`config.mk`:
```
export PLATFORM = sky130hd
export DESIGN_NAME = sd_spi_command_engine
export DESIGN_NICKNAME = d
export VERILOG_FILES = /design/src/sv/sdsc_pkg.sv /design/src/sv/sdsc_in_stage.sv /design/src/sv/sdsc_seq.sv /design/src/sv/sdsc_out_stage.sv /design/src/sv/sd_spi_command_engine.sv
export SDC_FILE = /design/constraint.sdc
export NUM_CORES = 1
export LEC_CHECK = 0
export ABC_AREA = 1
export BUFFER_PORTS_ARGS = -buffer_cell sky130_fd_sc_hd__buf_2
export CAP_MARGIN = 20
export CORE_ASPECT_RATIO = 0.75
export CORE_UTILIZATION = 35
export DETAILED_ROUTE_END_ITERATION = 12
export PLACE_DENSITY = 0.5
export SYNTH_ARGS = -nofsm -noshare
export SYNTH_HDL_FRONTEND = slang
export SYNTH_SLANG_ARGS = --single-unit
```
`constraint.sdc`:
```
create_clock -name clk -period 6.2 [get_ports clk]
set_clock_uncertainty 0.05 [all_clocks]
set_input_delay 1.24 -clock clk [delete_from_list [all_inputs] [get_ports clk]]
set_output_delay 1.24 -clock clk [all_outputs]
set_load 0.01 [all_outputs]
```
`src/sv/sdsc_pkg.sv`:
```
package sdsc_pkg;

	localparam int unsigned CfgIdxW = 2;

	typedef enum logic [CfgIdxW-1:0] {
		CFG_RESPONSE_POLL_LIMIT = 2'd0,
		CFG_READY_POLL_LIMIT    = 2'd1,
		CFG_IDLE_RETRY_LIMIT    = 2'd2
	} cfg_idx_t;

	typedef enum logic [6:0] {
		PH_IDLE  = 7'b0000001,
		PH_DESEL = 7'b0000010,
		PH_SEL   = 7'b0000100,
		PH_READY = 7'b0001000,
		PH_SEND  = 7'b0010000,
		PH_STUFF = 7'b0100000,
		PH_RESP  = 7'b1000000
	} phase_t;

	localparam logic OP_START   = 1'b0;
	localparam logic OP_RX_BYTE = 1'b1;

	localparam logic [7:0] CMD_FLAG      = 8'h40;
	localparam logic [7:0] CRC_CMD0      = 8'h95;
	localparam logic [7:0] CRC_CMD8      = 8'h87;
	localparam logic [7:0] CRC_OTHER     = 8'h01;
	localparam logic [7:0] IDLE_BYTE     = 8'hFF;
	localparam logic [6:0] IDX_CMD0      = 7'd0;
	localparam logic [6:0] IDX_CMD8      = 7'd8;
	localparam logic [6:0] IDX_CMD12     = 7'd12;
	localparam logic [6:0] IDX_CMD55     = 7'd55;
	localparam logic [7:0] CODE_CMD1     = 8'h01;
	localparam logic [7:0] CODE_ACMD41   = 8'hA9;
	localparam logic [7:0] R1_IDLE_MAX   = 8'h01;
	localparam logic [2:0] LAST_FRAME_IX = 3'd5;

	localparam logic [7:0]  RST_RESPONSE_POLL_LIMIT = 8'd8;
	localparam logic [15:0] RST_READY_POLL_LIMIT    = 16'd500;
	localparam logic [31:0] RST_IDLE_RETRY_LIMIT    = 32'd65535;

	typedef struct packed {
		logic        op;
		logic [7:0]  command;
		logic [31:0] argument;
		logic [7:0]  rx_byte;
	} item_t;

	typedef struct packed {
		logic        transfer_request;
		logic [7:0]  tx_byte;
		logic        card_selected;
		logic        done_res;
		logic [7:0]  response;
	} res_t;

	typedef struct packed {
		logic [7:0]  response_poll_limit;
		logic [15:0] ready_poll_limit;
		logic [31:0] idle_retry_limit;
	} cfg_t;

	// Byte k of the six-byte command frame: command, four argument bytes, CRC.
	function automatic logic [7:0] frame_byte(input logic [6:0] idx,
	                                          input logic [31:0] arg,
	                                          input logic [2:0] k);
		logic [7:0] b;
		case (k)
			3'd0: b = {1'b0, idx} | CMD_FLAG;
			3'd1: b = arg[31:24];
			3'd2: b = arg[23:16];
			3'd3: b = arg[15:8];
			3'd4: b = arg[7:0];
			default: begin
				if (idx == IDX_CMD0)
					b = CRC_CMD0;
				else if (idx == IDX_CMD8)
					b = CRC_CMD8;
				else
					b = CRC_OTHER;
			end
		endcase
		return b;
	endfunction

endpackage

```
`src/sv/sdsc_in_stage.sv`:
```
module sdsc_in_stage (
	input  logic           clk,
	input  logic           arst_n,
	input  logic           item_valid,
	output logic           item_stall,
	input  sdsc_pkg::item_t item_d,
	input  logic           adv,
	output logic           v_s1,
	output sdsc_pkg::item_t item_s1
);

	// The stage frees up in the same cycle its word moves on.
	assign item_stall = v_s1 && !adv;

	always_ff @(posedge clk or negedge arst_n) begin
		if (!arst_n) begin
			v_s1 <= 1'b0;
		end else if (item_valid && !item_stall) begin
			v_s1 <= 1'b1;
		end else if (adv) begin
			v_s1 <= 1'b0;
		end
	end

	always_ff @(posedge clk) begin
		if (item_valid && !item_stall) begin
			item_s1 <= item_d;
		end
	end

endmodule

```
`src/sv/sdsc_seq.sv`:
```
module sdsc_seq (
	input  logic            clk,
	input  logic            arst_n,
	input  logic            adv,
	input  sdsc_pkg::item_t item_s1,
	input  sdsc_pkg::cfg_t  cfg,
	output sdsc_pkg::res_t  res
);

	sdsc_pkg::phase_t phase_q, phase_d;
	logic [7:0]  cmd_q, cmd_d;
	logic [31:0] arg_q, arg_d;
	logic        prefix_q, prefix_d;
	logic [2:0]  byte_ix_q, byte_ix_d;
	logic [15:0] poll_q, poll_d;
	logic [31:0] retry_q, retry_d;
	logic        sel_q, sel_d;

	logic [6:0]  cur_idx;
	logic [31:0] cur_arg;
	logic        fin;
	logic [7:0]  fin_r1;
	logic [2:0]  byte_ix_inc;
	logic [15:0] poll_inc;
	logic [31:0] retry_inc;

	assign cur_idx     = prefix_q ? sdsc_pkg::IDX_CMD55 : cmd_q[6:0];
	assign cur_arg     = prefix_q ? 32'd0 : arg_q;
	assign byte_ix_inc = byte_ix_q + 3'd1;
	assign poll_inc    = poll_q + 16'd1;
	assign retry_inc   = retry_q + 32'd1;

	always_comb begin
		phase_d   = phase_q;
		cmd_d     = cmd_q;
		arg_d     = arg_q;
		prefix_d  = prefix_q;
		byte_ix_d = byte_ix_q;
		poll_d    = poll_q;
		retry_d   = retry_q;
		sel_d     = sel_q;
		fin       = 1'b0;
		fin_r1    = item_s1.rx_byte;
		res       = '0;

		if (item_s1.op == sdsc_pkg::OP_START) begin
			cmd_d     = item_s1.command;
			arg_d     = item_s1.argument;
			prefix_d  = item_s1.command[7];
			retry_d   = '0;
			byte_ix_d = '0;
			poll_d    = '0;
			sel_d     = 1'b0;
			phase_d   = sdsc_pkg::PH_DESEL;
			res.transfer_request = 1'b1;
			res.tx_byte          = sdsc_pkg::IDLE_BYTE;
		end else begin
			case (phase_q)
				sdsc_pkg::PH_DESEL: begin
					sel_d   = 1'b1;
					phase_d = sdsc_pkg::PH_SEL;
					res.transfer_request = 1'b1;
					res.tx_byte          = sdsc_pkg::IDLE_BYTE;
				end
				sdsc_pkg::PH_SEL: begin
					poll_d  = '0;
					phase_d = sdsc_pkg::PH_READY;
					res.transfer_request = 1'b1;
					res.tx_byte          = sdsc_pkg::IDLE_BYTE;
				end
				sdsc_pkg::PH_READY: begin
					poll_d = poll_inc;
					if (item_s1.rx_byte == sdsc_pkg::IDLE_BYTE) begin
						byte_ix_d = '0;
						phase_d   = sdsc_pkg::PH_SEND;
						res.transfer_request = 1'b1;
						res.tx_byte = sdsc_pkg::frame_byte(cur_idx, cur_arg, 3'd0);
					end else if (poll_inc == cfg.ready_poll_limit) begin
						// The card never came ready: release it and finish with 0xFF as the R1.
						sel_d  = 1'b0;
						fin    = 1'b1;
						fin_r1 = sdsc_pkg::IDLE_BYTE;
					end else begin
						res.transfer_request = 1'b1;
						res.tx_byte          = sdsc_pkg::IDLE_BYTE;
					end
				end
				sdsc_pkg::PH_SEND: begin
					res.transfer_request = 1'b1;
					if (byte_ix_q < sdsc_pkg::LAST_FRAME_IX) begin
						byte_ix_d   = byte_ix_inc;
						res.tx_byte = sdsc_pkg::frame_byte(cur_idx, cur_arg, byte_ix_inc);
					end else begin
						poll_d      = '0;
						phase_d     = (cur_idx == sdsc_pkg::IDX_CMD12) ?
						              sdsc_pkg::PH_STUFF : sdsc_pkg::PH_RESP;
						res.tx_byte = sdsc_pkg::IDLE_BYTE;
					end
				end
				sdsc_pkg::PH_STUFF: begin
					poll_d  = '0;
					phase_d = sdsc_pkg::PH_RESP;
					res.transfer_request = 1'b1;
					res.tx_byte          = sdsc_pkg::IDLE_BYTE;
				end
				sdsc_pkg::PH_RESP: begin
					poll_d = poll_inc;
					if (!item_s1.rx_byte[7] || poll_inc[7:0] == cfg.response_poll_limit) begin
						fin = 1'b1;
					end else begin
						res.transfer_request = 1'b1;
						res.tx_byte          = sdsc_pkg::IDLE_BYTE;
					end
				end
				default: begin
					phase_d = sdsc_pkg::PH_IDLE;
				end
			endcase

			if (fin) begin
				// An accepted CMD55 or a retried idle command starts a fresh attempt; anything else finishes.
				if (prefix_q) begin
					if (fin_r1 > sdsc_pkg::R1_IDLE_MAX) begin
						phase_d      = sdsc_pkg::PH_IDLE;
						res.done_res = 1'b1;
						res.response = fin_r1;
					end else begin
						prefix_d = 1'b0;
						sel_d    = 1'b0;
						phase_d  = sdsc_pkg::PH_DESEL;
						res.transfer_request = 1'b1;
						res.tx_byte          = sdsc_pkg::IDLE_BYTE;
					end
				end else if ((cmd_q == sdsc_pkg::CODE_CMD1 || cmd_q == sdsc_pkg::CODE_ACMD41)
				             && fin_r1 != 8'd0 && retry_inc != cfg.idle_retry_limit) begin
					retry_d  = retry_inc;
					prefix_d = cmd_q[7];
					sel_d    = 1'b0;
					phase_d  = sdsc_pkg::PH_DESEL;
					res.transfer_request = 1'b1;
					res.tx_byte          = sdsc_pkg::IDLE_BYTE;
				end else begin
					if ((cmd_q == sdsc_pkg::CODE_CMD1 || cmd_q == sdsc_pkg::CODE_ACMD41)
					    && fin_r1 != 8'd0)
						retry_d = retry_inc;
					phase_d      = sdsc_pkg::PH_IDLE;
					res.done_res = 1'b1;
					res.response = fin_r1;
				end
			end
		end

		res.card_selected = sel_d;
	end

	always_ff @(posedge clk or negedge arst_n) begin
		if (!arst_n) begin
			phase_q   <= sdsc_pkg::PH_IDLE;
			cmd_q     <= '0;
			arg_q     <= '0;
			prefix_q  <= 1'b0;
			byte_ix_q <= '0;
			poll_q    <= '0;
			retry_q   <= '0;
			sel_q     <= 1'b0;
		end else if (adv) begin
			phase_q   <= phase_d;
			cmd_q     <= cmd_d;
			arg_q     <= arg_d;
			prefix_q  <= prefix_d;
			byte_ix_q <= byte_ix_d;
			poll_q    <= poll_d;
			retry_q   <= retry_d;
			sel_q     <= sel_d;
		end
	end

endmodule

```
`src/sv/sdsc_out_stage.sv`:
```
module sdsc_out_stage (
	input  logic           clk,
	input  logic           arst_n,
	input  logic           v_s1,
	input  sdsc_pkg::res_t res_d,
	input  logic           res_stall,
	output logic           adv,
	output logic           res_valid,
	output sdsc_pkg::res_t res_q
);

	// A new word may enter whenever the held one is absent or leaving.
	assign adv = v_s1 && (!res_valid || !res_stall);

	always_ff @(posedge clk or negedge arst_n) begin
		if (!arst_n) begin
			res_valid <= 1'b0;
		end else if (adv) begin
			res_valid <= 1'b1;
		end else if (!res_stall) begin
			res_valid <= 1'b0;
		end
	end

	always_ff @(posedge clk) begin
		if (adv) begin
			res_q <= res_d;
		end
	end

endmodule

```
`src/sv/sd_spi_command_engine.sv`:
```
// SD-card SPI-mode command engine. A start word (op 0) latches a command and argument;
// every later word (op 1) carries the byte received on the previous exchange and gets back
// one result word: the next byte to send and the chip-select level, or the finished R1.
// Each input word yields exactly one result word. A new word is taken every clock while no
// held result stalls the pipe, as the sequencer decides the next byte in one pass of logic
// between the input register and the result register. A held result does not block an empty
// input register from filling. Write the limit registers only while no command is running.
module sd_spi_command_engine (
	input  logic        clk,
	input  logic        arst_n,
	input  logic        cfg_we,
	input  logic [1:0]  cfg_index,
	input  logic [31:0] cfg_data,
	input  logic        item_valid,
	output logic        item_stall,
	input  logic        op,
	input  logic [7:0]  command,
	input  logic [31:0] argument,
	input  logic [7:0]  rx_byte,
	output logic        res_valid,
	input  logic        res_stall,
	output logic        transfer_request,
	output logic [7:0]  tx_byte,
	output logic        card_selected,
	output logic        done_res,
	output logic [7:0]  response
);

	sdsc_pkg::cfg_t  cfg_q;
	sdsc_pkg::item_t item_d, item_s1;
	sdsc_pkg::res_t  res_d, res_q;
	logic            v_s1, adv;

	always_ff @(posedge clk or negedge arst_n) begin
		if (!arst_n) begin
			cfg_q.response_poll_limit <= sdsc_pkg::RST_RESPONSE_POLL_LIMIT;
			cfg_q.ready_poll_limit    <= sdsc_pkg::RST_READY_POLL_LIMIT;
			cfg_q.idle_retry_limit    <= sdsc_pkg::RST_IDLE_RETRY_LIMIT;
		end else if (cfg_we) begin
			case (cfg_index)
				sdsc_pkg::CFG_RESPONSE_POLL_LIMIT: cfg_q.response_poll_limit <= cfg_data[7:0];
				sdsc_pkg::CFG_READY_POLL_LIMIT:    cfg_q.ready_poll_limit <= cfg_data[15:0];
				sdsc_pkg::CFG_IDLE_RETRY_LIMIT:    cfg_q.idle_retry_limit <= cfg_data;
				default: ;
			endcase
		end
	end

	assign item_d = '{op: op, command: command, argument: argument, rx_byte: rx_byte};

	sdsc_in_stage u_in (
		.clk        (clk),
		.arst_n     (arst_n),
		.item_valid (item_valid),
		.item_stall (item_stall),
		.item_d     (item_d),
		.adv        (adv),
		.v_s1       (v_s1),
		.item_s1    (item_s1)
	);

	sdsc_seq u_seq (
		.clk     (clk),
		.arst_n  (arst_n),
		.adv     (adv),
		.item_s1 (item_s1),
		.cfg     (cfg_q),
		.res     (res_d)
	);

	sdsc_out_stage u_out (
		.clk       (clk),
		.arst_n    (arst_n),
		.v_s1      (v_s1),
		.res_d     (res_d),
		.res_stall (res_stall),
		.adv       (adv),
		.res_valid (res_valid),
		.res_q     (res_q)
	);

	assign transfer_request = res_q.transfer_request;
	assign tx_byte          = res_q.tx_byte;
	assign card_selected    = res_q.card_selected;
	assign done_res         = res_q.done_res;
	assign response         = res_q.response;

	a_done_no_xfer: assert property (@(posedge clk) disable iff (!arst_n)
		res_valid |-> !(done_res && transfer_request))
		else $error("finished command also requests a transfer");

	a_start_deselects: assert property (@(posedge clk) disable iff (!arst_n)
		(adv && item_s1.op == sdsc_pkg::OP_START) |=>
		(transfer_request && !card_selected && tx_byte == sdsc_pkg::IDLE_BYTE))
		else $error("start word did not yield a deselect byte");

	a_stall_only_full: assert property (@(posedge clk) disable iff (!arst_n)
		item_stall |-> (v_s1 && res_valid && res_stall))
		else $error("input stalled while the pipe could move");

endmodule

```
Word level (Yosys, flattened, before mapping)

Cells that the tools add are included.

$add $sub $neg: 3
$lt $le $gt $ge: 2
Equality and inequality tests: 32
Mux-type cells: 64
Bitwise operators: 1
Reduce and logical (&&, ||, !) cells: 31

Operators by type and width:

| kind                  | number |
|---|---|
| $mux 32               | 6 |
| $mux 9                | 10 |
| $mux 8                | 7 |
| $mux 7                | 7 |
| $pmux 16 s3           | 1 |
| $pmux 7 s6            | 1 |
| $pmux 8 s5            | 1 |
| $pmux 9 s4            | 1 |
| $add 32x1->32 const B | 1 |
| $mux 16               | 2 |
| $ne 32x32->1          | 1 |
| $eq 7x4->1 const B    | 3 |
| $mux 1                | 20 |
| $add 16x1->16 const B | 1 |
| $eq 16x16->1          | 1 |
| $eq 8x8->1 const B    | 2 |
| $reduce_and 2->1      | 6 |
| $reduce_and 4->1      | 3 |
| $mux 3                | 3 |
| $ne 3x2->1 const B    | 3 |
| $eq 8x1->1 const B    | 1 |
| $eq 8x8->1            | 1 |
| $gt 8x1->1 const B    | 1 |
| $reduce_bool 8->1     | 1 |
| 33 further kinds      | 49 |

Bits in registers: 226
Input port bits: 88
Output and inout bits: 21
Logic and storage cells: 155

Logic depth before layout (Yosys ltp)

Depth in word-level cells: 13
Depth in mapped cells: 23
Depth with buffers taken out: 21

Modules after synthesis

From an unflattened synthesis, not the netlist that was laid out.

Cell total of the unflattened synthesis: 1,420
Area total of the unflattened synthesis: 11,712.5 µm²

By module, submodules not included:

| module                | instances | cells each | area an instance (µm²) |
|---|---|---|---|
| sdsc_seq              | 1         | 1,090      | 7,244.4 |
| sd_spi_command_engine | 1         | 250        | 2,323.5 |
| sdsc_in_stage         | 1         | 56         | 1,529.0 |
| sdsc_out_stage        | 1         | 24         | 615.6 |

Worst setup path after synthesis

OpenSTA, ideal clock, no wires.

Kind: input -> register
From: input port res_stall
To: register u_seq.arg_q[21]
Arrival: 3.526 ns
Required time: 6.025 ns
Slack: 2.500 ns
Stages: 7
Cell sequence: nand2_1 -> inv_1 -> nor2_1 -> nand2_1 -> clkbuf_1 -> clkbuf_1 -> mux2_2

Longest elaborated chain between the ends: 4

RTL lines:

| what                       | line                        | source |
|---|---|---|
| start, declared            | sd_spi_command_engine.sv:21 | `input logic res_stall,` |
| $logic_not 1->1            | sdsc_out_stage.sv:13        | `assign adv = v_s1 && (!res_valid \|\| !res_stall);` |
| $logic_or 1x1->1           | sdsc_out_stage.sv:13        |  |
| $logic_and 1x1->1          | sdsc_out_stage.sv:13        |  |
| named net adv              | sd_spi_command_engine.sv:32 | `logic v_s1, adv;` |
| $reduce_and 2->1 (no line) | n/a                         |  |
| end signal, assigned       | sdsc_seq.sv:169             | `arg_q <= arg_d;` |
| end, declared              | sdsc_seq.sv:12              | `logic [31:0] arg_q, arg_d;` |

The timed path passes the listed nets, and every way through them passes these cells.
A chain may end at the register's enable or synchronous reset.

Final worst setup path

From: register u_seq.retry_q[0]
To: register u_out.res_q[10] (netlist name)

Longest elaborated chain between the ends: 6

RTL lines:

| what                   | line            | source |
|---|---|---|
| start, declared        | sdsc_seq.sv:16  | `logic [31:0] retry_q, retry_d;` |
| start signal, assigned | sdsc_seq.sv:173 | `retry_q <= retry_d;` |
| $add 32x1->32          | sdsc_seq.sv:31  | `assign retry_inc = retry_q + 32'd1;` |
| $ne 32x32->1           | sdsc_seq.sv:135 | `&& fin_r1 != 8'd0 && retry_inc != cfg.idle_retry_limit) begin` |
| $logic_and 1x1->1      | sdsc_seq.sv:135 |  |
| $mux 9                 | sdsc_seq.sv:134 | `end else if ((cmd_q == sdsc_pkg::CODE_CMD1 \|\| cmd_q == sdsc_pkg::CODE_ACMD41)` |
| $mux 9                 | sdsc_seq.sv:122 | `if (prefix_q) begin` |
| $mux 9                 | sdsc_seq.sv:120 | `if (fin) begin` |

No other way between the ends.

==> summary.md <==
| Metric | Value |
|---|---|
| Net Sw Frac | `approximately 28%` |
| Post-synth cell types | `52` |
| Count leader, synth | `nand2_1` |
| Pwr Density | `301 nW/µm²` |
| Register area share after synthesis | `between 50 and 60%` |
| CP Data Arrival Time | `3.81 ns` |
| Nets | `around 1,600` |
| Setup bufs post-CTS | `0` |
| Row cnt | `57` |
| Syn avg cell area | `8.58 µm²` |
| Worst vdd ir | `around 190 µV` |
| Vias in the first global route | `between 9,000 and 10,000` |
| Port-buffer cells | `about 110` |
| Sequential Power Share | `a little under half` |
| Chip Width | `between 200 and 250 µm` |
| DP HPWL | `about 24,000 µm` |
| Initial antenna violation count | `0` |
| CTS Buf Count | `25` |
| Area contributors post-synth | `dfrtp_1 (29%), edfxtp_1 (17%), nand2_1 (11%)` |
| WHS | `around 0.42 ns` |
| M3 GR Usage | `3.56%` |
| Post-route cell area | `roughly 14,000 µm²` |
| Met2 Track Usage GR | `between 20 and 30%` |
| CTS Root Cell | `clkbuf_16` |
| Most crowded layer after global routing | `met1` |
| Synth area leader | `dfrtp_1` |
| CTS tree | `done` |
| DRC errors left | `0` |
| Die ar. | `between 30,000 and 40,000 µm²` |
| Post-route minimum period | `roughly 3.6 ns` |
| Lkg Pwr | `slightly above 6 nW` |
| Layout cells sized above 1 | `18.7%` |
| Total length of routed wires | `around 32,000 µm` |
| Post-cts sizing count | `0` |
| Via count | `9,560` |
| Height of the die | `160 µm` |
| Maximum number of pins on one net before global-route repair | `69` |
| Ys Warns | `0` |
| Total grt overflow | `0` |
| Post-Syn Area | `11,700 µm²` |
| Clock Latency Late Sink | `roughly 0.54 ns` |
| Period utilisation layout | `58.3%` |
| RSZ-0062 raised after global routing | `no` |
| Worst-margin pin slew | `between 0.9 and 1 ns` |
| Layout area overhead | `16.3%` |
| Post-Synthesis Cells | `roughly 1,400` |
| Routing usage on met1 | `32.0%` |
| Status | `finished clean` |
| Asr flop ratio synth | `a little over two thirds` |
| I/O pins | `109` |
| Top post-synthesis cells by count | `nand2_1 (356), inv_1 (150), dfrtp_1 (134), nor2_1 (131), nand3_1 (111)` |
| CP Max Fanout | `11` |
| Setup crit start kind | `flip-flop` |
| P_sw | `between 1 and 1.5 mW` |
| FMAX | `approximately 0.28 GHz` |
| First-pass GRT wire length | `51,500 µm` |
| Num Clock Sinks | `approximately 230` |
| Max Cap Viol | `0` |
| Primary FF master, synth | `dfrtp_1` |
| Post-Place Cell Area | `12,700 µm²` |
| Final ANT Viol Nets | `0` |
| Flops & latches, synth | `226` |
| DR vias/cell | `about 4.9` |
| Kind of critical path | `reg -> reg` |
| Total Negative Setup Slacks | `0 ns` |
| Worst path required time | `6.40 ns` |
| Post-DR wirelength/cell | `16.6 µm` |
| Setup-failing EPs final | `0` |
| CTS Buffer Depth | `3` |
| Clock share of power | `approximately 38%` |
| Top cell type's share of synthesized area | `between 20 and 30%` |
| Initial Util | `between 30% and 40%` |
| Max-slew headroom | `between 30% and 40%` |
| Hold crit path type | `reg -> reg` |
| Gate power share | `between 10% and 20%` |
| Total GRT Usage | `about a fifth` |
| Post-synth EDFFs | `slightly below 70` |
| Ant. Diodes | `0` |
| Clock slew at reported path FFs | `about 0.060 ns` |
| Total iterations of the first detailed-routing run | `6` |
| Initial drt markers | `roughly 750` |
| CORE AREA | `between 30,000 and 40,000 µm²` |
| Hold Buf Count CTS | `0` |
| Fin. Hold Viols | `0` |
| Final Wtd Congestion | `approximately 0.9` |
| CP endpoint kind | `flip-flop` |
| Max Slew Vio Count | `0` |
| H-tree levels | `1` |
| Post-Syn Nets | `around 1,500` |
| Int Pwr | `a little under 3 mW` |
-- routing by layer --
layer	wire length [µm]	part of all wire, %	vias to the layer above
met3	2030	6.3	30
met4	500	1.6	0
met5	0	0	-
li1	-	-	4742
met2	12600	39	262
met1	17100	53	4526
-- worst max-delay path, cell delays in order, from the launching register on --
cell and delay (ns):
dfrtp_1 0.44, ha_1 0.25, nand2_1 0.12, nor2_2 0.35
nand2_1 0.16, inv_1 0.10, nand4_1 0.11, o21ai_0 0.24
nand2_1 0.10, nand2_1 0.07, nand3_1 0.06, nor2_1 0.11
nand3b_1 0.09, nor2_1 0.17, nand3_1 0.19, nand3_1 0.15
nand2_1 0.09, nand2_1 0.32, nand4_1 0.14
-- sequential cells by signal (all words and copies together) (netlist names) --
name and cells:
u_in.item_s1 49, u_seq.byte_ix_q 3, u_seq.poll_q 16, cfg_q 56, u_seq.prefix_q 1, u_seq.retry_q 32
u_seq.phase_q 7, u_seq.arg_q 32, u_in.v_s1 1, u_out.res_q 19, u_out.res_valid 1, u_seq.cmd_q 8
u_seq.sel_q 1
-- layout by cell type (no fill, tap or decap), types with 24 or more instances in the layout --
cell	instances
dfstp_2	24
a21oi_1	30
mux2_2	46
nand3_1	111
nand4_1	35
nand2_1	354
edfxtp_1	68
clkbuf_16	25
inv_1	149
o21ai_0	89
nor2_1	130
buf_2	107
dfrtp_1	134
-- power groups by stage --
stage / clock (mW) / combinational [mW] / sequential, mW
after floorplan: 0 / 0.412 / 1.90
after global placement: 0 / 0.583 / 1.98
after detailed placement: 0 / 0.592 / 1.98
after CTS: 1.61 / 0.594 / 1.95
after global routing: 1.67 / 0.665 / 1.98
final: 1.55 / 0.588 / 1.95
-- cells by family (layout without fill, tap and decap cells) --
| kind of cell | after synthesis | in the layout | share of synthesized area, % |
|---|---|---|---|
| flip-flops | 226 | 226 | 51.5 |
| AO/OA/AOI/OAI | 164 | 164 | 7.73 |
| AND/OR/NAND/NOR | 708 | 708 | 27.4 |
| buffers and inverters | 191 | 323 | 6.40 |
| XOR/XNOR | 21 | 21 | 1.75 |
| adder cells (fa/ha/maj) | 7 | 7 | 0.749 |
| multiplexers | 46 | 46 | 4.43 |
-- worst paths after layout --
| kind | from | end | slack, ns | depth (start not counted) |
|---|---|---|---|---|
| min in group asynchronous | arst_n | cfg_q[23] | 0.68 | 1 |
| hold / removal | u_in.item_s1[23] | u_seq.arg_q[15] | 0.42 | 1 |
| setup reg to reg | u_seq.retry_q[0] | u_out.res_q[10] | 2.58 | 18 |
| setup / recovery | u_seq.retry_q[0] | u_out.res_q[10] | 2.58 | 18 |
| max in group asynchronous | arst_n | u_seq.cmd_q[3] | 4.27 | 2 |
| hold reg to reg | u_in.item_s1[23] | u_seq.arg_q[15] | 0.42 | 1 |
-- layout make-up --
| class | count | area, µm² |
|---|---|---|
| Clock buffer | 35 | 713 |
| Tap cell | 442 | 553 |
| Fill cell | 3401 | 19100 |
| Multi-Input combinational cell | 946 | 4930 |
| Sequential cell | 226 | 6030 |
| Clock inverter | 11 | 146 |
| Inverter | 157 | 592 |
| Timing Repair Buffer | 120 | 644 |
-- per-stage QoR --
stage | utilization [%] | power [mW] | cells | worst slack [ns]
after floorplan | - | 2.32 | 1363 | 2.50
after global placement | 39.0 | 2.56 | 1890 | 2.66
after detailed placement | 39.0 | 2.57 | 1891 | 2.59
after CTS | 41.6 | 4.16 | 1937 | 2.56
after global routing | 41.6 | 4.32 | 1937 | 2.21
final | 41.6 | 4.09 | 1937 | 2.58
Note: power is estimated with default switching activity, not from simulation.
